`config.mk`:
```
export PLATFORM = sky130hd
export DESIGN_NAME = tspb_ram
export DESIGN_NICKNAME = d
export VERILOG_FILES = /design/src/hw/rtl/temporal_still_pixel_blend_macros.svh /design/src/hw/rtl/tspb_ram.sv
export SDC_FILE = /design/constraint.sdc
export NUM_CORES = 2
export LEC_CHECK = 0
export BUFFER_PORTS_ARGS = -buffer_cell sky130_fd_sc_hd__clkbuf_2
export CAP_MARGIN = 20
export CORE_MARGIN = 2
export CORE_UTILIZATION = 40
export DETAILED_ROUTE_END_ITERATION = 8
export GPL_TIMING_DRIVEN = 0
export PLACE_DENSITY = 0.58
export SLEW_MARGIN = 40
export SYNTH_ARGS = -nofsm -noshare
export SYNTH_HDL_FRONTEND = slang
export SYNTH_SLANG_ARGS = --single-unit
```
`constraint.sdc`:
```
create_clock -name clk -period 4.95 [get_ports clk]
set_input_delay 0.2475 -clock clk [delete_from_list [all_inputs] [get_ports clk]]
set_output_delay 0.2475 -clock clk [all_outputs]
set_load 0.02 [all_outputs]
```
`src/hw/rtl/temporal_still_pixel_blend_macros.svh`:
```
// assertion macros used by the top-level rtl
`ifndef TEMPORAL_STILL_PIXEL_BLEND_MACROS_SVH
`define TEMPORAL_STILL_PIXEL_BLEND_MACROS_SVH

// same-cycle implication, sampled on clk, off during reset
`define TSPB_ASSERT_NOW(lbl, ante, cons) \
  lbl: assert property (@(posedge clk) disable iff (!rst_n) (ante) |-> (cons)) \
    else $error("tspb assertion failed");

// next-cycle implication, sampled on clk, off during reset
`define TSPB_ASSERT_NEXT(lbl, ante, cons) \
  lbl: assert property (@(posedge clk) disable iff (!rst_n) (ante) |=> (cons)) \
    else $error("tspb assertion failed");

`endif

```
`src/hw/rtl/tspb_ram.sv`:
```
module tspb_ram #(
  parameter int WIDTH = 8,
  parameter int DEPTH = 256
) (
  input  logic                                    clk,
  input  logic                                    we,
  input  logic [((DEPTH > 1) ? $clog2(DEPTH) : 1)-1:0] waddr,
  input  logic [WIDTH-1:0]                        wdata,
  input  logic                                    re,
  input  logic [((DEPTH > 1) ? $clog2(DEPTH) : 1)-1:0] raddr,
  output logic [WIDTH-1:0]                        rdata
);

  logic [WIDTH-1:0] mem [DEPTH];

  // read returns old data on a same-address write
  always_ff @(posedge clk) begin
    if (we) begin
      mem[waddr] <= wdata;
    end
    if (re) begin
      rdata <= mem[raddr];
    end
  end

endmodule

```
==> key figures <==
Outcome
  • Status: complete, no violations

Global route
  • Pin count of the biggest net entering global routing: 99
  • Met3 usage: 6.10%
  • Global-route wire length before repair: 336000 um
  • Met2 Use GR: 37.2%
  • Initial antenna violation count: 17
  • GRT Util Overall: 24.2%
  • Met1 Usage GRT: 33.1%
  • Vias in the first global route: 40566
  • GR peak layer: met2
  • Global route overflow: 0

Logic synthesis
  • Mean post-synth cell area: 21.3 um2
  • Number of flops mapped to enable cells by yosys: 2056
  • Synth Flop Type: edfxtp_1
  • Distinct cells, synth: 54
  • Post-synthesis xor/xnor area fraction: 0%
  • Largest family of logic cells by synthesized area: multiplexers
  • Simple-Gate Fraction of Synth Area: 2.63%
  • Synth Area in Adders: 0%
  • Synthesis Warnings: 0
  • Multiplexer area fraction after synthesis: 14.6%
  • Synthesized area: 0.0796 mm2
  • Gate Count Post-Synth: 3733
  • Synth Net Count: 3760
  • Sequential area share after synthesis: 77.5%
  • Complex-gate fraction of the synthesized area: 3.42%
  • Async S/R FF share, synth: 0%
  • #FFs+latches synth: 2056

Setup path
  • Reg-to-Reg Start: mem[211][5]
  • Crit Path Max Fanout: 10
  • R2r endpoint: rdata[5]
  • CP Launch Point: raddr[2]
  • Nature of the critical path startpoint: input port
  • Path depth of the worst reg2reg path: 6
  • Crit. End Element: register
  • Crit path DAT: 4.31 ns
  • Setup Crit Path Kind: in2reg
  • CP required: 5.49 ns
  • R2R Setup Slk: 1.59 ns

Power and ir drop
  • Peak VDD IR: 0.000312 V
  • P_leak: 27.8 nW
  • Pwr dens: 396 mW/mm2

Route
  • Drt total wl: 248000 um
  • Post-route ant nets: 0
  • DRT iter0 DRCs: 6080
  • Drt wl/cell: 36.3 um
  • Routed vias: 41560
  • Total iterations of the first detailed-routing run: 6
  • DRC: 0
  • Vias per cell: 6.09

Floorplanning
  • Height of the die: 450 um
  • Core footprint: 0.198 mm2
  • Die area: 0.203 mm2
  • Row cnt: 163
  • Die width: 450 um
  • Ports: 35
  • Starting Density: 40.3%

Timing
  • Worst Max-Slew Pin Slew: 1.04 ns
  • Fin. Hold Viols: 0
  • Max Clock Skew: 0.0423 ns
  • Final Max Tran Viols: 0
  • Minimum clock period: 3.77 ns
  • Max_slew headroom: 30.2%
  • Count of final setup violators: 0
  • RSZ-0062 raised after global routing: false
  • Final Cycle Share: 76.2%
  • F_max: 0.265 GHz

Clocking
  • Max Buffers Root-to-Sink: 3
  • Clock sinks: 2056
  • CTS tree: yes
  • Clk_lat worst skew: 0.86 ns
  • CTS clk-pin slew, worst paths: 0.07 ns
  • H-Tree Depth: 4
  • CTS root buffer: clkbuf_16
  • Inserted Clock Buffers: 204

Hold path
  • HP Class: in2reg
  • Hold EP: mem[155][7]
  • Min-delay src: waddr[1]
  • Hold depth: 3

Layout
  • Syn-to-layout area delta: 14.4%
  • Cell Count, Final, Fillers Out: 6822
  • Final Cell Area: 0.0911 mm2
  • Most frequent cells in the layout: edfxtp_1, mux4_2, clkbuf_16
  • Most common cell after layout, fill and taps aside: edfxtp_1
  • Fraction of layout cells with a size suffix above 1: 28.3%
  • Final net count: 4036

Placement
  • PortBufs: 27
  • GPL Wtd Cong: 0.920
  • Placed cell area: 0.0847 mm2
  • Placed cells: 6434
  • Dpl hpwl: 168000 um

Job
  • Max_cap viols: 0
==> logic make-up after synthesis <==
family | Yosys count
and+or+nand+nor | 466
muxes | 591
AOI/OAI and AO/OA | 385
buffers and inverters | 235
DFF | 2056
==> registers in the layout (all words and copies together), names as in the netlist <==
signal	count
mem	2048
rdata	8
==> cell type report <==
| type | count | area [um2] |
|---|---|---|
| Antenna cell | 3 | 7.51 |
| Buffer | 233 | 1570 |
| Clock buffer | 259 | 5400 |
| Clock inverter | 117 | 846 |
| Fill cell | 16364 | 107000 |
| Inverter | 2 | 7.51 |
| Multi-Input combinational cell | 1442 | 17100 |
| Sequential cell | 2056 | 61700 |
| Tap cell | 2640 | 3300 |
| Timing Repair Buffer | 70 | 1160 |
==> cell usage after synthesis (all sizes together), types with 2 or more instances <==
cell type / number / area share (%)
a221oi: 14 / 0.16
a211oi: 16 / 0.15
nor4: 27 / 0.24
a22o: 8 / 0.088
a22oi: 133 / 1.3
or2: 4 / 0.031
mux4: 456 / 13
nor2b: 31 / 0.24
nand2b: 8 / 0.063
nor3: 22 / 0.14
a21oi: 96 / 0.60
o22ai: 28 / 0.22
o21ai: 12 / 0.075
buf: 122 / 1.3
a311oi: 2 / 0.022
o221ai: 47 / 0.52
a31oi: 2 / 0.016
o211ai: 10 / 0.094
nand3b: 2 / 0.019
nand4: 10 / 0.079
nor2: 282 / 1.3
and2: 6 / 0.047
o22a: 5 / 0.055
nand2: 33 / 0.16
nand3: 34 / 0.21
edfxtp: 2056 / 78
a2111oi: 5 / 0.066
mux2i: 134 / 1.7
clkbuf: 111 / 0.52
and3b: 2 / 0.022
o32ai: 5 / 0.064
==> report_power, final <==
group | leakage [nW] | switching [mW] | total, mW | internal, mW
registers | 18.5 | 0.0204 | 19.2 | 19.2
logic | 6.30 | 1.47 | 2.14 | 0.667
clock network | 3.05 | 6.65 | 14.8 | 8.11
==> through the flow <==
stage	power [mW]	setup slack [ns]	hold WS (ns)	utilization [%]	TNS [ns]
2_1_floorplan	20.5	2.63	0.346	-	0
3_3_place_gp	21.7	-0.840	0.748	42.0	-170.60
3_5_place_dp	21.7	0.377	0.642	42.8	0
4_1_cts	36.2	1.27	0.213	46.0	0
5_1_grt	36.9	1.17	0.276	46.1	0
6_report	36.1	1.18	0.283	46.1	0
==> worst max-delay path by stage <==
stage	cells past startpoint	slack [ns]	to
4_1_cts	9	1.27	rdata[5]
3_3_place_gp	9	-0.84	rdata[7]
5_1_grt	9	1.17	rdata[5]
2_1_floorplan	9	2.63	rdata[2]
3_5_place_dp	9	0.38	rdata[5]
6_report	9	1.18	rdata[5]
==> critical path, cell delays in order <==
cell      delay, ns
clkbuf_2       0.21
clkinv_1       0.29
buf_4          0.37
nor2_1         0.58
clkbuf_1       0.74
a221oi_2       0.29
o32ai_1        0.42
nor3_1         0.31
nor4_2         0.79
==> per-layer routing <==
| layer | wire length [um] | part of all wire, % | up-vias |
|---|---|---|---|
| met5 | 28 | 0.011 | - |
| met4 | 11700 | 4.7 | 4 |
| met3 | 25400 | 10 | 470 |
| met2 | 114000 | 46 | 2414 |
| met1 | 96300 | 39 | 22361 |
| li1 | - | - | 16311 |
==> repair_timing <==
item | 4_1_cts | 5_1_grt
hold buffers | 9 | 0
gates resized for setup | 0 | 0
endpoints found under the hold margin | 319 | 0
setup buffers | 0 | 0
(Power assumes the default switching activity.)
