[src/hw/rtl/temporal_still_pixel_blend_macros.svh]
// assertion macros used by the top-level rtl
`ifndef TEMPORAL_STILL_PIXEL_BLEND_MACROS_SVH
`define TEMPORAL_STILL_PIXEL_BLEND_MACROS_SVH

// same-cycle implication, sampled on clk, off during reset
`define TSPB_ASSERT_NOW(lbl, ante, cons) \
  lbl: assert property (@(posedge clk) disable iff (!rst_n) (ante) |-> (cons)) \
    else $error("tspb assertion failed");

// next-cycle implication, sampled on clk, off during reset
`define TSPB_ASSERT_NEXT(lbl, ante, cons) \
  lbl: assert property (@(posedge clk) disable iff (!rst_n) (ante) |=> (cons)) \
    else $error("tspb assertion failed");

`endif

[src/hw/rtl/tspb_pkg.sv]
package tspb_pkg;

  localparam int MAX_PIXELS   = 16384;
  localparam int HISTORY_LOG2 = 6;

  localparam int HIST_PLANES = 1 << HISTORY_LOG2;
  localparam int POS_W       = (MAX_PIXELS > 1) ? $clog2(MAX_PIXELS) : 1;
  localparam int PLANE_W     = HISTORY_LOG2;
  localparam int HIST_DEPTH  = MAX_PIXELS * HIST_PLANES;
  localparam int HADDR_W     = $clog2(HIST_DEPTH);

  localparam int PIX_W  = 24;
  localparam int LUMA_W = 8;
  localparam int SUM_W  = LUMA_W + HISTORY_LOG2;
  localparam int FP_W   = 15;
  localparam int CFG_W  = 15;
  localparam int CNT_W  = ((FP_W > POS_W) ? FP_W : POS_W) + 1;

  localparam int MOTION_GAIN_LOG2 = 3;
  localparam int WEIGHT_MAX       = 255;
  localparam int SUM_MAX          = ((1 << LUMA_W) - 1) << HISTORY_LOG2;
  localparam int FP_RESET         = 16384;

  typedef enum logic [0:0] {
    REG_MODE         = 1'b0,
    REG_FRAME_PIXELS = 1'b1
  } cfg_reg_t;

  typedef enum logic [0:0] {
    MODE_DISAPPEAR = 1'b0,
    MODE_APPEAR    = 1'b1
  } mode_t;

  // accept stage to read-modify-write stage
  typedef struct packed {
    logic               valid;
    logic [PIX_W-1:0]   px;
    logic [POS_W-1:0]   pos;
    logic [HADDR_W-1:0] hidx;
    logic [LUMA_W-1:0]  luma;
    logic               captured;
  } s1_t;

  // read-modify-write stage to weight stage
  typedef struct packed {
    logic              valid;
    logic [PIX_W-1:0]  px;
    logic [PIX_W-1:0]  bg;
    logic [LUMA_W-1:0] luma;
    logic [SUM_W-1:0]  sum;
  } s2_t;

  // weight stage to blend
  typedef struct packed {
    logic             valid;
    logic [PIX_W-1:0] px;
    logic [PIX_W-1:0] bg;
    logic [7:0]       w;
  } s3_t;

  typedef struct packed {
    logic               we;
    logic [HADDR_W-1:0] addr;
    logic [LUMA_W-1:0]  data;
  } hist_wr_t;

  typedef struct packed {
    logic             we;
    logic [POS_W-1:0] addr;
    logic [SUM_W-1:0] data;
  } sum_wr_t;

  typedef struct packed {
    logic               busy;
    logic [HADDR_W-1:0] hist_addr;
    logic               sum_we;
    logic [POS_W-1:0]   sum_addr;
  } clr_t;

endpackage

[src/hw/rtl/tspb_clear.sv]
module tspb_clear import tspb_pkg::*; (
  input  logic clk,
  input  logic rst_n,
  output clr_t clr
);

  logic               busy_r, busy_nxt;
  logic [HADDR_W-1:0] cnt_r, cnt_nxt;

  always_comb begin
    busy_nxt = busy_r;
    cnt_nxt  = cnt_r;
    if (busy_r) begin
      cnt_nxt = cnt_r + HADDR_W'(1);
      if (cnt_r == HADDR_W'(HIST_DEPTH - 1)) begin
        busy_nxt = 1'b0;
      end
    end
  end

  always_ff @(posedge clk) begin
    if (!rst_n) begin
      busy_r <= 1'b1;
      cnt_r  <= '0;
    end else begin
      busy_r <= busy_nxt;
      cnt_r  <= cnt_nxt;
    end
  end

  // sums only cover the first plane's worth of addresses
  assign clr.busy      = busy_r;
  assign clr.hist_addr = cnt_r;
  assign clr.sum_we    = busy_r && (cnt_r < HADDR_W'(MAX_PIXELS));
  assign clr.sum_addr  = cnt_r[POS_W-1:0];

endmodule

[config.mk]
export PLATFORM = sky130hd
export DESIGN_NAME = tspb_clear
export DESIGN_NICKNAME = d
export VERILOG_FILES = /design/src/hw/rtl/temporal_still_pixel_blend_macros.svh /design/src/hw/rtl/tspb_pkg.sv /design/src/hw/rtl/tspb_clear.sv
export SDC_FILE = /design/constraint.sdc
export NUM_CORES = 1
export LEC_CHECK = 0
export BUFFER_PORTS_ARGS = -buffer_cell sky130_fd_sc_hd__buf_4
export CAP_MARGIN = 20
export CORE_MARGIN = 10
export CORE_UTILIZATION = 30
export CTS_CLUSTER_DIAMETER = 50
export DETAILED_ROUTE_END_ITERATION = 16
export PLACE_DENSITY = 0.62
export RECOVER_POWER = 25
export SYNTH_ARGS = -nofsm -noshare
export SYNTH_HDL_FRONTEND = slang
export SYNTH_SLANG_ARGS = --single-unit
[constraint.sdc]
create_clock -name clk -period 5.9 [get_ports clk]
set_input_delay 1.18 -clock clk [delete_from_list [all_inputs] [get_ports clk]]
set_output_delay 1.18 -clock clk [all_outputs]
set_load 0.05 [all_outputs]
==> flow_summary.toml <==
[detailed_routing]
wire_per_inst_um = 14.4
drt_pass1_iterations = 4
drt_wl_total_um = 2780
vias = 937
highest_layer = "met4"
ant_nets = 0
viasPerCell = 4.85
drt_iter0_drc = 81
wl_met1_um = 1210
dr_wl_met3_um = 148
met2WireLength_um = 1360
drc = 0

[sta]
setup_viol_count_final = 0
slew_violations = 0
layout_worst_path_cycle_share = 0.487
finClkSkew_ns = 0.00329
hold_viol_final = 0
fin_crit_ns = 2.88
rsz0062_at_grt = "no"
max_slew_margin = 0.608
fin_setup_tns_ns = 0
timing.final.ws_setup_ns = 3.02
tightest_slew_ns = 0.587
fmax_ghz = 0.348

[cts]
cts_root_buffer = "clkbuf_4"
postCtsSetupRepairBufs = 0
cts_resized = 0
clk_pin_slew_ns = 0.12
htree_num_levels = 1
clkLatencyLatePin_ns = 0.31
clock_path_buffers = 2
cts.sink_count = 21
cts_buffers = 3
holdBufCountCts = 0
cts_tree = "built"

[setup_path]
cp_cell_sequence = "or4_1 > nor4_1 > buf_4"
cp-start-kind = "flop"
max_stage_delay_ns = 0.52
cp_max_fo = 7
worst_path_max_delay_cell = "or4_1"
required_ns = 4.72
worstPathArrival_ns = 1.70
end_kind = "output pin"
cpLargestDelayFamily = "simple AND/OR/NAND/NOR gates"
crit_buf_inv = 1
ff2ff_setup_slack_ns = 3.78
critical_path_class = "flop to output pin"

[global_route]
grt_remaining_overflow = 0
antenna_found_initial = 0
grt_pass1_wl_um = 4380
grt_max_degree = 21
grt_use_total = 0.0848
grt_pass1_vias = 897

[floorplan]
core-area_um2 = 3420
fp.dieW_um = 80.4
die_y_um = 80.4
start_util = 0.320
row_count = 21
top_level_ports = 38
die_area_um2 = 6460

[placed_design]
routabilityCongestion = 0.744
dp_hpwl_um = 2090
dp_slack_ns = 3.38
io_buffer_count = 37

[yosys]
ys_seq_elements = 21
ys_async_sr_fraction = 0
synth_area_um2 = 1090
synth-edff-count = 0
synth.net_count = 130
ys_types = 27
postSynthCellCount = 127
ys_seq_area_frac = 0.384
avgSynthCellArea_um2 = 8.61
synthFlopType = "dfxtp_1"
synth_warnings = 0

[layout]
syn2layout_area_growth_pct = 20.1
fill_cells = 383
drive_gt1_frac = 0.293
n_antenna_cell = 0
multi_input_area_um2 = 517
regArea_um2 = 420
nets = 151

[power]
p_leak_nw = 0.498
p_per_area_nw_per_um2 = 185
power.total_mw = 0.243
ir_worst_vdd_mv = 0.110

[min_path]
min_path_type = "flop to flop"

[outcome]
status = "finished, final reports clean"

[flow_run]
maxCapViolations = 0
sequential cells by signal, indices dropped and copies added, names as in the netlist:
name    count
busy_r      1
cnt_r      20
cells in the mapped netlist, types with 2 or more instances:
master / count / share of area
nand2_1: 5 / 0.017
clkbuf_1: 4 / 0.014
nand4_1: 5 / 0.029
buf_4: 15 / 0.10
nor2_1: 13 / 0.045
o21ai_0: 4 / 0.018
xor2_1: 3 / 0.024
nor3_1: 2 / 0.0092
dfxtp_1: 21 / 0.38
a21oi_1: 7 / 0.032
inv_1: 5 / 0.017
o31ai_1: 3 / 0.021
xnor2_1: 9 / 0.072
nand3_1: 5 / 0.023
nor4_1: 5 / 0.029
buf_2: 2 / 0.0092
or3_1: 4 / 0.023
or4_1: 6 / 0.041
worst paths after layout:
check                           cells after the start        end      start
worst min register to register                      2  cnt_r[18]  cnt_r[18]
worst max register to register                      5  cnt_r[16]   cnt_r[0]
worst max-delay path                                3    clr[14]  cnt_r[15]
worst min-delay path                                2  cnt_r[18]  cnt_r[18]
cells by family after synthesis:
family,synth area share
buffers and inverters,0.143
XOR/XNOR,0.0961
AO/OA/AOI/OAI,0.0789
AND/OR/NAND/NOR,0.277
adder cells (fa/ha/maj),0.0114
flip-flops,0.384
multiplexers,0.00915
tightest hold or removal path: cells and delay by family, from the launching register on:
kind	cells	cell delay (ns)
flip-flops	1	0.36
AO/OA/AOI/OAI	2	0.14
power by group:
part | leakage (nW) | switching (mW) | internal [mW]
clock network | 0.0150 | 0.0444 | 0.0264
registers | 0.170 | 0.00386 | 0.143
logic | 0.314 | 0.0179 | 0.00650
total | 0.498 | 0.0662 | 0.176
layer usage:
metal | track usage | vias up
met5 | 0 | -
met4 | 0.0563 | 0
met3 | 0.0200 | 5
met2 | 0.141 | 22
met1 | 0.0936 | 437
li1 | - | 473
final cells by class:
cell class / count / share of cell area
Inverter: 5 / 0.0143
Tap cell: 46 / 0.0438
Sequential cell: 21 / 0.320
Clock buffer: 4 / 0.0200
Multi-Input combinational cell: 80 / 0.393
Timing Repair Buffer: 37 / 0.209
cells in the final DEF, fill, tap and decap left out, types with 4 or more instances in the layout:
cell     Yosys  layout
nand2_1      5       5
or3_1        4       4
nor4_1       5       5
xnor2_1      9       9
or4_1        6       6
a21oi_1      7       7
inv_1        5       5
nor2_1      13      13
nand4_1      5       5
dfxtp_1     21      21
o21ai_0      4       4
buf_4       15      36
nand3_1      5       5
per-stage QoR:
step,hold slack (ns),util,area (µm²),std cells
3_3_place_gp,0.491,0.378,1290,189
5_1_grt,0.568,0.385,1310,193
2_1_floorplan,0.644,-,1090,127
4_1_cts,0.521,0.386,1320,193
3_5_place_dp,0.503,0.378,1290,189
6_report,0.529,0.385,1310,193
(Power assumes the default switching activity.)
