<file path="src/hw/rtl/temporal_still_pixel_blend_macros.svh">
// assertion macros used by the top-level rtl
`ifndef TEMPORAL_STILL_PIXEL_BLEND_MACROS_SVH
`define TEMPORAL_STILL_PIXEL_BLEND_MACROS_SVH

// same-cycle implication, sampled on clk, off during reset
`define TSPB_ASSERT_NOW(lbl, ante, cons) \
  lbl: assert property (@(posedge clk) disable iff (!rst_n) (ante) |-> (cons)) \
    else $error("tspb assertion failed");

// next-cycle implication, sampled on clk, off during reset
`define TSPB_ASSERT_NEXT(lbl, ante, cons) \
  lbl: assert property (@(posedge clk) disable iff (!rst_n) (ante) |=> (cons)) \
    else $error("tspb assertion failed");

`endif

</file>
<file path="src/hw/rtl/tspb_pkg.sv">
package tspb_pkg;

  localparam int MAX_PIXELS   = 16384;
  localparam int HISTORY_LOG2 = 6;

  localparam int HIST_PLANES = 1 << HISTORY_LOG2;
  localparam int POS_W       = (MAX_PIXELS > 1) ? $clog2(MAX_PIXELS) : 1;
  localparam int PLANE_W     = HISTORY_LOG2;
  localparam int HIST_DEPTH  = MAX_PIXELS * HIST_PLANES;
  localparam int HADDR_W     = $clog2(HIST_DEPTH);

  localparam int PIX_W  = 24;
  localparam int LUMA_W = 8;
  localparam int SUM_W  = LUMA_W + HISTORY_LOG2;
  localparam int FP_W   = 15;
  localparam int CFG_W  = 15;
  localparam int CNT_W  = ((FP_W > POS_W) ? FP_W : POS_W) + 1;

  localparam int MOTION_GAIN_LOG2 = 3;
  localparam int WEIGHT_MAX       = 255;
  localparam int SUM_MAX          = ((1 << LUMA_W) - 1) << HISTORY_LOG2;
  localparam int FP_RESET         = 16384;

  typedef enum logic [0:0] {
    REG_MODE         = 1'b0,
    REG_FRAME_PIXELS = 1'b1
  } cfg_reg_t;

  typedef enum logic [0:0] {
    MODE_DISAPPEAR = 1'b0,
    MODE_APPEAR    = 1'b1
  } mode_t;

  // accept stage to read-modify-write stage
  typedef struct packed {
    logic               valid;
    logic [PIX_W-1:0]   px;
    logic [POS_W-1:0]   pos;
    logic [HADDR_W-1:0] hidx;
    logic [LUMA_W-1:0]  luma;
    logic               captured;
  } s1_t;

  // read-modify-write stage to weight stage
  typedef struct packed {
    logic              valid;
    logic [PIX_W-1:0]  px;
    logic [PIX_W-1:0]  bg;
    logic [LUMA_W-1:0] luma;
    logic [SUM_W-1:0]  sum;
  } s2_t;

  // weight stage to blend
  typedef struct packed {
    logic             valid;
    logic [PIX_W-1:0] px;
    logic [PIX_W-1:0] bg;
    logic [7:0]       w;
  } s3_t;

  typedef struct packed {
    logic               we;
    logic [HADDR_W-1:0] addr;
    logic [LUMA_W-1:0]  data;
  } hist_wr_t;

  typedef struct packed {
    logic             we;
    logic [POS_W-1:0] addr;
    logic [SUM_W-1:0] data;
  } sum_wr_t;

  typedef struct packed {
    logic               busy;
    logic [HADDR_W-1:0] hist_addr;
    logic               sum_we;
    logic [POS_W-1:0]   sum_addr;
  } clr_t;

endpackage

</file>
<file path="src/hw/rtl/tspb_mix.sv">
module tspb_mix import tspb_pkg::*; (
  input  logic             clk,
  input  logic             rst_n,
  input  s2_t              s2,
  input  mode_t            mode,
  input  logic             out_ready,
  output logic             advance,
  output logic             out_valid,
  output logic [PIX_W-1:0] out_pixel_out
);

  localparam int WIDE_W = SUM_W + MOTION_GAIN_LOG2;

  s3_t              s3_r;
  logic             out_valid_r;
  logic [PIX_W-1:0] out_pixel_r;
  logic             out_load;
  logic [SUM_W-1:0] scaled, diff;
  logic [WIDE_W-1:0] wide;
  logic [7:0]       w_nxt;
  logic [PIX_W-1:0] from_px, to_px, blend_nxt;

  // from + floor((to - from) * w / 256), modulo 256
  function automatic logic [7:0] blend_ch(input logic [7:0] from, input logic [7:0] to,
                                          input logic [7:0] w);
    logic signed [8:0]  d;
    logic signed [17:0] p;
    d = $signed({1'b0, to}) - $signed({1'b0, from});
    p = d * $signed({1'b0, w});
    return from + p[15:8];
  endfunction

  assign out_load = !out_valid_r || out_ready;
  assign advance  = out_load || !s3_r.valid;

  assign scaled = {s2.luma, {HISTORY_LOG2{1'b0}}};
  assign diff   = (scaled >= s2.sum) ? (scaled - s2.sum) : (s2.sum - scaled);
  assign wide   = {diff, {MOTION_GAIN_LOG2{1'b0}}} >> HISTORY_LOG2;
  assign w_nxt  = (wide > WIDE_W'(WEIGHT_MAX)) ? 8'(WEIGHT_MAX) : wide[7:0];

  always_ff @(posedge clk) begin
    if (!rst_n) begin
      s3_r.valid <= 1'b0;
    end else if (advance) begin
      s3_r.valid <= s2.valid;
    end
  end

  always_ff @(posedge clk) begin
    if (advance && s2.valid) begin
      s3_r.px <= s2.px;
      s3_r.bg <= s2.bg;
      s3_r.w  <= w_nxt;
    end
  end

  always_comb begin
    if (mode == MODE_DISAPPEAR) begin
      from_px = s3_r.bg;
      to_px   = s3_r.px;
    end else begin
      from_px = s3_r.px;
      to_px   = s3_r.bg;
    end
    blend_nxt = {blend_ch(from_px[23:16], to_px[23:16], s3_r.w),
                 blend_ch(from_px[15:8],  to_px[15:8],  s3_r.w),
                 blend_ch(from_px[7:0],   to_px[7:0],   s3_r.w)};
  end

  always_ff @(posedge clk) begin
    if (!rst_n) begin
      out_valid_r <= 1'b0;
    end else if (out_load) begin
      out_valid_r <= s3_r.valid;
    end
  end

  always_ff @(posedge clk) begin
    if (out_load && s3_r.valid) begin
      out_pixel_r <= blend_nxt;
    end
  end

  assign out_valid     = out_valid_r;
  assign out_pixel_out = out_pixel_r;

endmodule

</file>
<file path="config.mk">
export PLATFORM = sky130hd
export DESIGN_NAME = tspb_mix
export DESIGN_NICKNAME = d
export VERILOG_FILES = /design/src/hw/rtl/temporal_still_pixel_blend_macros.svh /design/src/hw/rtl/tspb_pkg.sv /design/src/hw/rtl/tspb_mix.sv
export SDC_FILE = /design/constraint.sdc
export NUM_CORES = 1
export LEC_CHECK = 0
export BUFFER_PORTS_ARGS = -buffer_cell sky130_fd_sc_hd__buf_2
export CORE_ASPECT_RATIO = 0.9
export CORE_UTILIZATION = 41
export CTS_BUF_LIST = sky130_fd_sc_hd__clkbuf_16
export DETAILED_ROUTE_END_ITERATION = 6
export HOLD_SLACK_MARGIN = 0.08
export MAX_ROUTING_LAYER = met4
export SETUP_SLACK_MARGIN = 0.3
export SKIP_LAST_GASP = 1
export SYNTH_ARGS = -nofsm -noshare
export SYNTH_HDL_FRONTEND = slang
export SYNTH_SLANG_ARGS = --single-unit
</file>
<file path="constraint.sdc">
create_clock -name clk -period 11.3 [get_ports clk]
set_input_delay 3.39 -clock clk [delete_from_list [all_inputs] [get_ports clk]]
set_output_delay 3.39 -clock clk [all_outputs]
set_load 0.03 [all_outputs]
</file>
==> impl_metrics.toml, run 1 <==
[clocking]
cts_made_buffers = 9
root_buffer = "clkbuf_16"
worstSkewPairLatency_ps = 360
htree_levels = 3
cts.path.max_buffers = 2
clk_pin_slew_ps = 70
clock-sinks = 82
cts_tree = "yes"

[global_route]
grt_pass1_vias = 9681
grt_use_total = 0.183
grt_max_degree = 57
antenna_found_initial = 0
grt_pass1_wl_um = 46100
grt-ovfl-total = 0

[drt]
vias_per_cell = 4.81
wl_um = 27200
drt-pass1-iter-count = 5
drtAntennaViolNets = 0
drtIter0Drc = 335
drc = 0
wire_per_inst_um = 14.4
vias = 9100

[logic_synthesis]
muxShareOfSynthArea = 0.0539
yosys.area_share.adder = 0.397
yosys.cell_types.count = 56
yosys-top-cells-area = "fa_1 (26%), edfxtp_1 (18%), ha_1 (14%), inv_1 (8.0%), xnor2_1 (4.2%)"
synth_ff_type = "edfxtp_1"
synth-compound-area-share = 0.0689
syn_inst = 1360
yosysMostFrequentCell = "inv_1"
yosysTopAreaCellShare = 0.260
yosys.area.top_type = "fa_1"
yosys.area_share.simple = 0.147
ys_ff_latch = 82
yosysWarnings = 0
avgSynthCellArea_um2 = 9.55
synth_nets = 1746
yosys.area_share.xor_xnor = 0.0557
seq_area_frac_synth = 0.188
synth_top_family_by_area = "adder cells"
synth-async-reset-ratio = 0
syn_area_um2 = 13000
synth_edf_count = 80
yosys-top-cells-count = "inv_1 (276), fa_1 (169), ha_1 (142)"

[die]
die_h_um = 171
start_util = 0.418
ios = 101
die_area_um2 = 32400
rows = 61
core_um2 = 31100
die_w_um = 190

[timing]
fin_crit_sh = 0.936
final-setup-viol-count = 0
slew_violations = 0
rsz0062_at_grt = "yes"
hold_violations = 0
fin_skew_ps = 9.67
worst_pin_slew_ps = 971
slew_headroom = 0.351
max_freq_mhz = 94.5
min_period_ps = 10580

[layout]
final-instance-count-excl-fill = 1891
fin_nets = 1863
antenna_cells = 0
final_layout_size_suffix_gt1_frac = 0.151
nFillCells = 2959
syn_to_final_growth_pct = 13.0

[setup_path]
crit_path_frequent_cell = "fa_1"
critical_path_class = "input pin to flip-flop"
cp-end-kind = "flip-flop"
cp.required_ps = 11400
critPathMaxStageDelay_ps = 550
rr_startpoint = "s3_r[49]$_DFFE_PP_"
cp.buffers_inverters = 6
crit_start = "mode"
cp_max_fo = 7
r2r-end = "out_pixel_out[23]$_DFFE_PP_"
startpoint_type = "input pin"
crit_family = "adder cells"
cp.arrival_ps = 10680
rr_worst_depth = 32
slowest_stage = "fa_1"
r2r_setup_slack_ps = 3810

[min_path]
min_from = "s3_r[56]$_SDFFE_PN0N_"
min_path_type = "flip-flop to flip-flop"
whs_path_depth = 1
hold_end = "out_valid$_SDFFE_PN0P_"

[placed_design]
post-dp-hpwl_um = 21300
gp_congestion = 0.859
dp_cells = 1867
port_buffers = 100

[outcome]
outcome = "completed"

[flow_run]
maxCapViolCount = 0
## flip-flops by register name, indices dropped and copies added (netlist names)
name           count
s3_r              57
out_pixel_out     24
out_valid          1
## stage by stage
stage	utilization	hold slack [ps]	setup TNS (ps)	setup WS, ps	instance area, um2
finish	0.473	523	0	723	14700
global route	0.473	564	0	227	14700
CTS	0.467	532	0	355	14500
detailed placement	0.456	524	-135	-135	14200
global placement	0.456	512	-4.51	-4.51	14200
floorplan	-	477	0	363	13000
## worst register-to-register path: cells and delay by family, from the launching register on
kind,cells,cell delay (ps)
AOI/OAI and AO/OA,12,1840
buffers and inverters,3,150
DFF,1,400
xor gates and xnor gates,4,840
adders and majority gates,7,2920
muxes,1,330
and+or+nand+nor,5,770
## kinds of logic (layout without fill, tap and decap cells)
group | count (synthesis) | after routing
adders and majority gates | 311 | 311
and+or+nand+nor | 379 | 379
xor gates and xnor gates | 81 | 81
DFF | 82 | 82
buffers and inverters | 310 | 432
AOI/OAI and AO/OA | 131 | 131
muxes | 66 | 66
## repair_timing
action                     4_1_cts  5_1_grt
hold buffers                     0        0
setup endpoints to repair        1        5
buffers inserted                 0        7
resized for setup                1       43
pin swaps                        0       18
cloned                           0        1
## worst max path at each step
stage | end | slack (ps) | cells after the start
finish | out_pixel_out[23]$_DFFE_PP_ | 720 | 34
floorplan | out_pixel_out[23]$_DFFE_PP_ | 360 | 36
global route | out_pixel_out[23]$_DFFE_PP_ | 230 | 34
global placement | out_pixel_out[15]$_DFFE_PP_ | -5 | 33
CTS | out_pixel_out[15]$_DFFE_PP_ | 360 | 33
detailed placement | out_pixel_out[15]$_DFFE_PP_ | -140 | 33
## cells in the final DEF (no fill, tap or decap), types with 21 or more instances in the layout
cell and n:
and2_1 68, fa_1 167, mux2_2 32, buf_2 99, nor2_1 44, buf_4 37, a21oi_1 26, nand2_1 135
xnor2_1 61, edfxtp_1 80, nor2b_1 42, ha_1 142, mux2i_1 29, o21ai_0 21, inv_1 273, nand2b_1 40
## final cells by class
class                           count  area, um2  share of cell area
Clock buffer                        9        225              0.0153
Timing Repair Buffer              140        846              0.0576
Sequential cell                    82       2440               0.166
Multi-Input combinational cell    968       9510               0.648
Inverter                          276       1040              0.0707
Clock inverter                      7        106             0.00724
Tap cell                          409        512              0.0349
## routing by layer
layer  vias to the layer above  part of all wire  GRT usage
met4                         0             0.022     0.0498
met5                         -                 0          -
li1                       4543                 -          -
met3                        20             0.029     0.0199
met2                       120              0.48      0.306
met1                      4417              0.47      0.235
Power of run 1 is left out: the tool's default activity adds up to more than one toggle a clock period on the data nets, which glitch-free logic cannot reach.
==> run 2: changes to the inputs <==
--- a/config.mk
+++ b/config.mk
@@ -5,7 +5,9 @@
 export SDC_FILE = /design/constraint.sdc
 export NUM_CORES = 1
 export LEC_CHECK = 0
+export ABC_AREA = 1
 export BUFFER_PORTS_ARGS = -buffer_cell sky130_fd_sc_hd__buf_2
+export CAP_MARGIN = 10
 export CORE_ASPECT_RATIO = 0.9
 export CORE_UTILIZATION = 41
 export CTS_BUF_LIST = sky130_fd_sc_hd__clkbuf_16
==> impl_metrics.toml, run 2 <==
[clocking]
htree_levels = 3
cts_tree = "yes"
clock-sinks = 82
post_cts_buffers = 0
worstSkewPairLatency_ps = 370
cts_made_buffers = 9
clk_pin_slew_ps = 70
root_buffer = "clkbuf_16"
cts.path.max_buffers = 2

[layout]
final_area_um2 = 14700
nFillCells = 3240
largest_reg_flops = 57
largest_register = "s3_r"
final_layout_size_suffix_gt1_frac = 0.0850
layout_commonest_cell = "inv_1"
syn_to_final_growth_pct = 9.76
antenna_cells = 0
final_util = 0.459
fin_nets = 2180
layout_common_cells = "inv_1 (419), nand2_1 (378), fa_1 (169), ha_1 (142), nor2_1 (131)"

[logic_synthesis]
synth_top_family_by_area = "adder cells"
avgSynthCellArea_um2 = 7.84
seq_area_frac_synth = 0.183
yosys-top-cells-count = "inv_1 (419), nand2_1 (378), fa_1 (169)"
muxShareOfSynthArea = 0
yosys.area_share.simple = 0.191
ys_ff_latch = 82
synth-async-reset-ratio = 0
synth-compound-area-share = 0.0712
yosys.area.top_type = "fa_1"
yosys-top-cells-area = "fa_1 (25%), edfxtp_1 (18%), ha_1 (13%), inv_1 (12%), nand2_1 (11%)"
yosysTopAreaCellShare = 0.253
synth_edf_count = 80
yosysWarnings = 0
synth_nets = 2091
yosysMostFrequentCell = "inv_1"
yosys.cell_types.count = 44
synth_ff_type = "edfxtp_1"
syn_inst = 1705
yosys.area_share.xor_xnor = 0.0393
syn_area_um2 = 13400
yosys.area_share.adder = 0.386

[outcome]
outcome = "completed"

[setup_path]
cp.buffers_inverters = 8
crit_family = "adder cells"
crit_path_frequent_cell = "nand2_1"
cp_max_fo = 35
slowest_stage = "fa_1"
cp-end-kind = "flip-flop"
r2r_setup_slack_ps = 3980
startpoint_type = "input pin"
critPathMaxStageDelay_ps = 510
critical_path_class = "input pin to flip-flop"
cp.required_ps = 11430
cp.arrival_ps = 10570

[placed_design]
gp_congestion = 0.871
place_area_um2 = 14400
port_buffers = 100
post-dp-hpwl_um = 25100
post-place-ws_ps = 114

[timing]
setup_tns_ps = 0
fin_skew_ps = 12.8
hold_violations = 0
min_period_ps = 10440
max_freq_mhz = 95.8
setup_slack_ps = 860
rsz0062_at_grt = "yes"
slew_headroom = 0.147
slew_violations = 0
worst_pin_slew_ps = 1280
fin_crit_sh = 0.924
final-setup-viol-count = 0

[global_route]
grt_pass1_wl_um = 51000
grt_use_total = 0.199
grt-ovfl-total = 0
grt_max_degree = 57
antenna_found_initial = 0
grt_pass1_vias = 10603

[drt]
wl_um = 30300
vias = 10696
drtIter0Drc = 390
vias_per_cell = 4.83
drt-pass1-iter-count = 5
drc = 0
drtAntennaViolNets = 0
wire_per_inst_um = 13.7

[min_path]
min_path_type = "flip-flop to flip-flop"

[die]
core_um2 = 32000
die_area_um2 = 33300
rows = 62
die_h_um = 173
start_util = 0.418
ios = 101
die_w_um = 192

[flow_run]
maxCapViolCount = 0
## run 2: cell count changes after synthesis, moves of 18 or more
cell,delta
xnor2_1,-38
nor2_1,+86
nand3_1,+50
nand2_1,+240
nand2b_1,-40
nand4_1,+18
mux2i_1,-34
xor2_1,+18
o21ai_0,+37
inv_1,+143
a21oi_1,+37
and2_1,-70
nor2b_1,-43
mux2_2,-32
## run 2: worst register-to-register path, delay by kind of cell, from the launching register on
kind / cells / cell delay, ps
AOI/OAI and AO/OA: 8 / 1290
xor gates and xnor gates: 2 / 520
adders and majority gates: 8 / 3310
buffers and inverters: 6 / 470
DFF: 1 / 390
and+or+nand+nor: 13 / 1090
## run 2: per-layer routing
metal  part of all wire  up-vias  wire length (um)  track usage
met5                  0        -                 0            -
met1               0.46     5024             14000        0.261
met3              0.039       46              1190       0.0239
met2               0.47      229             14200        0.317
li1                   -     5397                 -            -
met4              0.027        0               806       0.0705
## run 2: what timing repair did
item | in CTS | in global routing
hold endpoints to repair | 0 | 0
resized for setup | 0 | 4
hold buffers | 0 | 0
endpoints found under the setup margin | 0 | 3
## run 2: logic make-up (layout without fill, tap and decap cells)
kind of cell | after synthesis | in the layout
xor gates and xnor gates | 60 | 60
AOI/OAI and AO/OA | 173 | 173
adders and majority gates | 311 | 311
and+or+nand+nor | 622 | 622
buffers and inverters | 457 | 551
DFF | 82 | 82
## run 2: path summary, 6_finish.rpt
check / startpoint / endpoint / cells past startpoint
worst min register to register: out_valid$_SDFFE_PN0P_ / out_valid$_SDFFE_PN0P_ / 2
worst max-delay path: mode / out_pixel_out[7]$_DFFE_PP_ / 38
worst max register to register: s3_r[32]$_DFFE_PP_ / out_pixel_out[7]$_DFFE_PP_ / 37
worst min-delay path: out_valid$_SDFFE_PN0P_ / out_valid$_SDFFE_PN0P_ / 2
## run 2: final cells by class
class / instances / area, um2 / share of cell area
inverters: 422 / 1580 / 0.108
clock inverters: 7 / 76.3 / 0.00520
multi-input cells: 1166 / 9210 / 0.628
well taps: 416 / 520 / 0.0355
clock buffers: 9 / 225 / 0.0154
repair buffers: 113 / 613 / 0.0418
flip-flops and latches: 82 / 2440 / 0.167
## run 2: metrics by stage
step | instances | hold slack [ps]
final | 2215 | 533
after detailed placement | 2199 | 526
after global placement | 2199 | 510
after global routing | 2215 | 555
after floorplan | 1705 | 447
after CTS | 2215 | 536
Power of run 2 is left out for the same reason.
==> run 3: changes to the inputs <==
--- a/config.mk
+++ b/config.mk
@@ -14,6 +14,7 @@
 export DETAILED_ROUTE_END_ITERATION = 6
 export HOLD_SLACK_MARGIN = 0.08
 export MAX_ROUTING_LAYER = met4
+export PLACE_DENSITY = 0.69
 export SETUP_SLACK_MARGIN = 0.3
 export SKIP_LAST_GASP = 1
 export SYNTH_ARGS = -nofsm -noshare
==> impl_metrics.toml, run 3 (synthesized netlist as in run 2, its figures left out) <==
[layout]
syn_to_final_growth_pct = 9.44
multi_input_area_um2 = 9210
fin_nets = 2176
final_area_um2 = 14600
largest_reg_flops = 57
seq_area_um2 = 2440
final_util = 0.458
layout_common_cells = "inv_1 (418), nand2_1 (378), fa_1 (169), ha_1 (142), nor2_1 (131)"
largest_register = "s3_r"
final-instance-count-excl-fill = 2211
final_layout_size_suffix_gt1_frac = 0.0836
nFillCells = 3186
antenna_cells = 0
layout_commonest_cell = "inv_1"

[drt]
drtAntennaViolNets = 0
vias = 10738
drc = 0
wire_per_inst_um = 13.9
vias_per_cell = 4.86
drt-pass1-iter-count = 5
drtIter0Drc = 515
wl_um = 30800

[clocking]
cts_made_buffers = 9
cts_tree = "yes"
clock-sinks = 82
post_cts_buffers = 0
cts.path.max_buffers = 2
htree_levels = 3
cts_resized = 0
clk_pin_slew_ps = 70
worstSkewPairLatency_ps = 390
root_buffer = "clkbuf_16"
hold_buffers = 0

[setup_path]
startpoint_type = "input pin"
crit_start = "mode"
crit_path_frequent_cell = "nand2_1"
critPathMaxStageDelay_ps = 550
slowest_stage = "fa_1"
cp_max_fo = 24
critical_path_class = "input pin to flip-flop"
rr_startpoint = "s3_r[17]$_DFFE_PP_"
cp.arrival_ps = 10500
cp-end-kind = "flip-flop"
cp.required_ps = 11430

[placed_design]
place_area_um2 = 14300
port_buffers = 100
post-dp-hpwl_um = 25400
gp_congestion = 0.890
dp_cells = 2195

[timing]
slew_violations = 0
final-setup-viol-count = 0
hold_violations = 0
slew_headroom = 0.232
worst_pin_slew_ps = 1150
fin_crit_sh = 0.918
fin_skew_ps = 26.2
setup_tns_ps = 0
min_period_ps = 10370
rsz0062_at_grt = "no"
max_freq_mhz = 96.4

[flow_run]
maxCapViolCount = 0

[die]
core_um2 = 32000
ios = 101
start_util = 0.418
die_area_um2 = 33300
die_h_um = 173
die_w_um = 192
rows = 62

[global_route]
antenna_found_initial = 0
grt_use_total = 0.202
grt_pass1_wl_um = 51200
grt_pass1_vias = 10684
grt_max_degree = 57
grt-ovfl-total = 0

[outcome]
outcome = "completed"

[min_path]
min_path_type = "flip-flop to flip-flop"
min_from = "s3_r[56]$_SDFFE_PN0N_"
-- run 3: cell type report --
type,count,share of cell area
timing repair buffer,109,0.0390
clock inverter,7,0.00522
tap,416,0.0356
multi-input combinational,1166,0.629
clock buffer,9,0.0154
inverter,422,0.108
sequential,82,0.167
-- run 3: worst paths after layout --
kind	to	slack (ps)	cells past startpoint
max reg2reg	out_pixel_out[15]$_DFFE_PP_	3920	36
max	out_pixel_out[23]$_DFFE_PP_	930	39
min reg2reg	out_valid$_SDFFE_PN0P_	530	2
min	out_valid$_SDFFE_PN0P_	530	2
-- run 3: through the flow --
step           hold slack [ps]  setup WS, ps
6_report                   527           929
4_1_cts                    530           470
2_1_floorplan              447          1300
3_3_place_gp               507           202
5_1_grt                    562           332
3_5_place_dp               519          73.9
-- run 3: metal layers --
metal | vias up | global-route usage | routed length, um | part of all wire
met1 | 5014 | 0.258 | 13600 | 0.44
met3 | 46 | 0.0397 | 2010 | 0.065
met2 | 305 | 0.320 | 14300 | 0.47
li1 | 5373 | - | - | -
met4 | 0 | 0.0659 | 800 | 0.026
met5 | - | - | 0 | 0
-- run 3: worst max-delay path: cells and delay by family --
| kind | cells | cell delay (ps) |
|---|---|---|
| buf+inv | 9 | 1310 |
| fa+ha+maj | 7 | 3120 |
| compound gates | 6 | 880 |
| xor+xnor | 2 | 560 |
| simple gates | 15 | 1210 |
Power of run 3 is left out for the same reason.
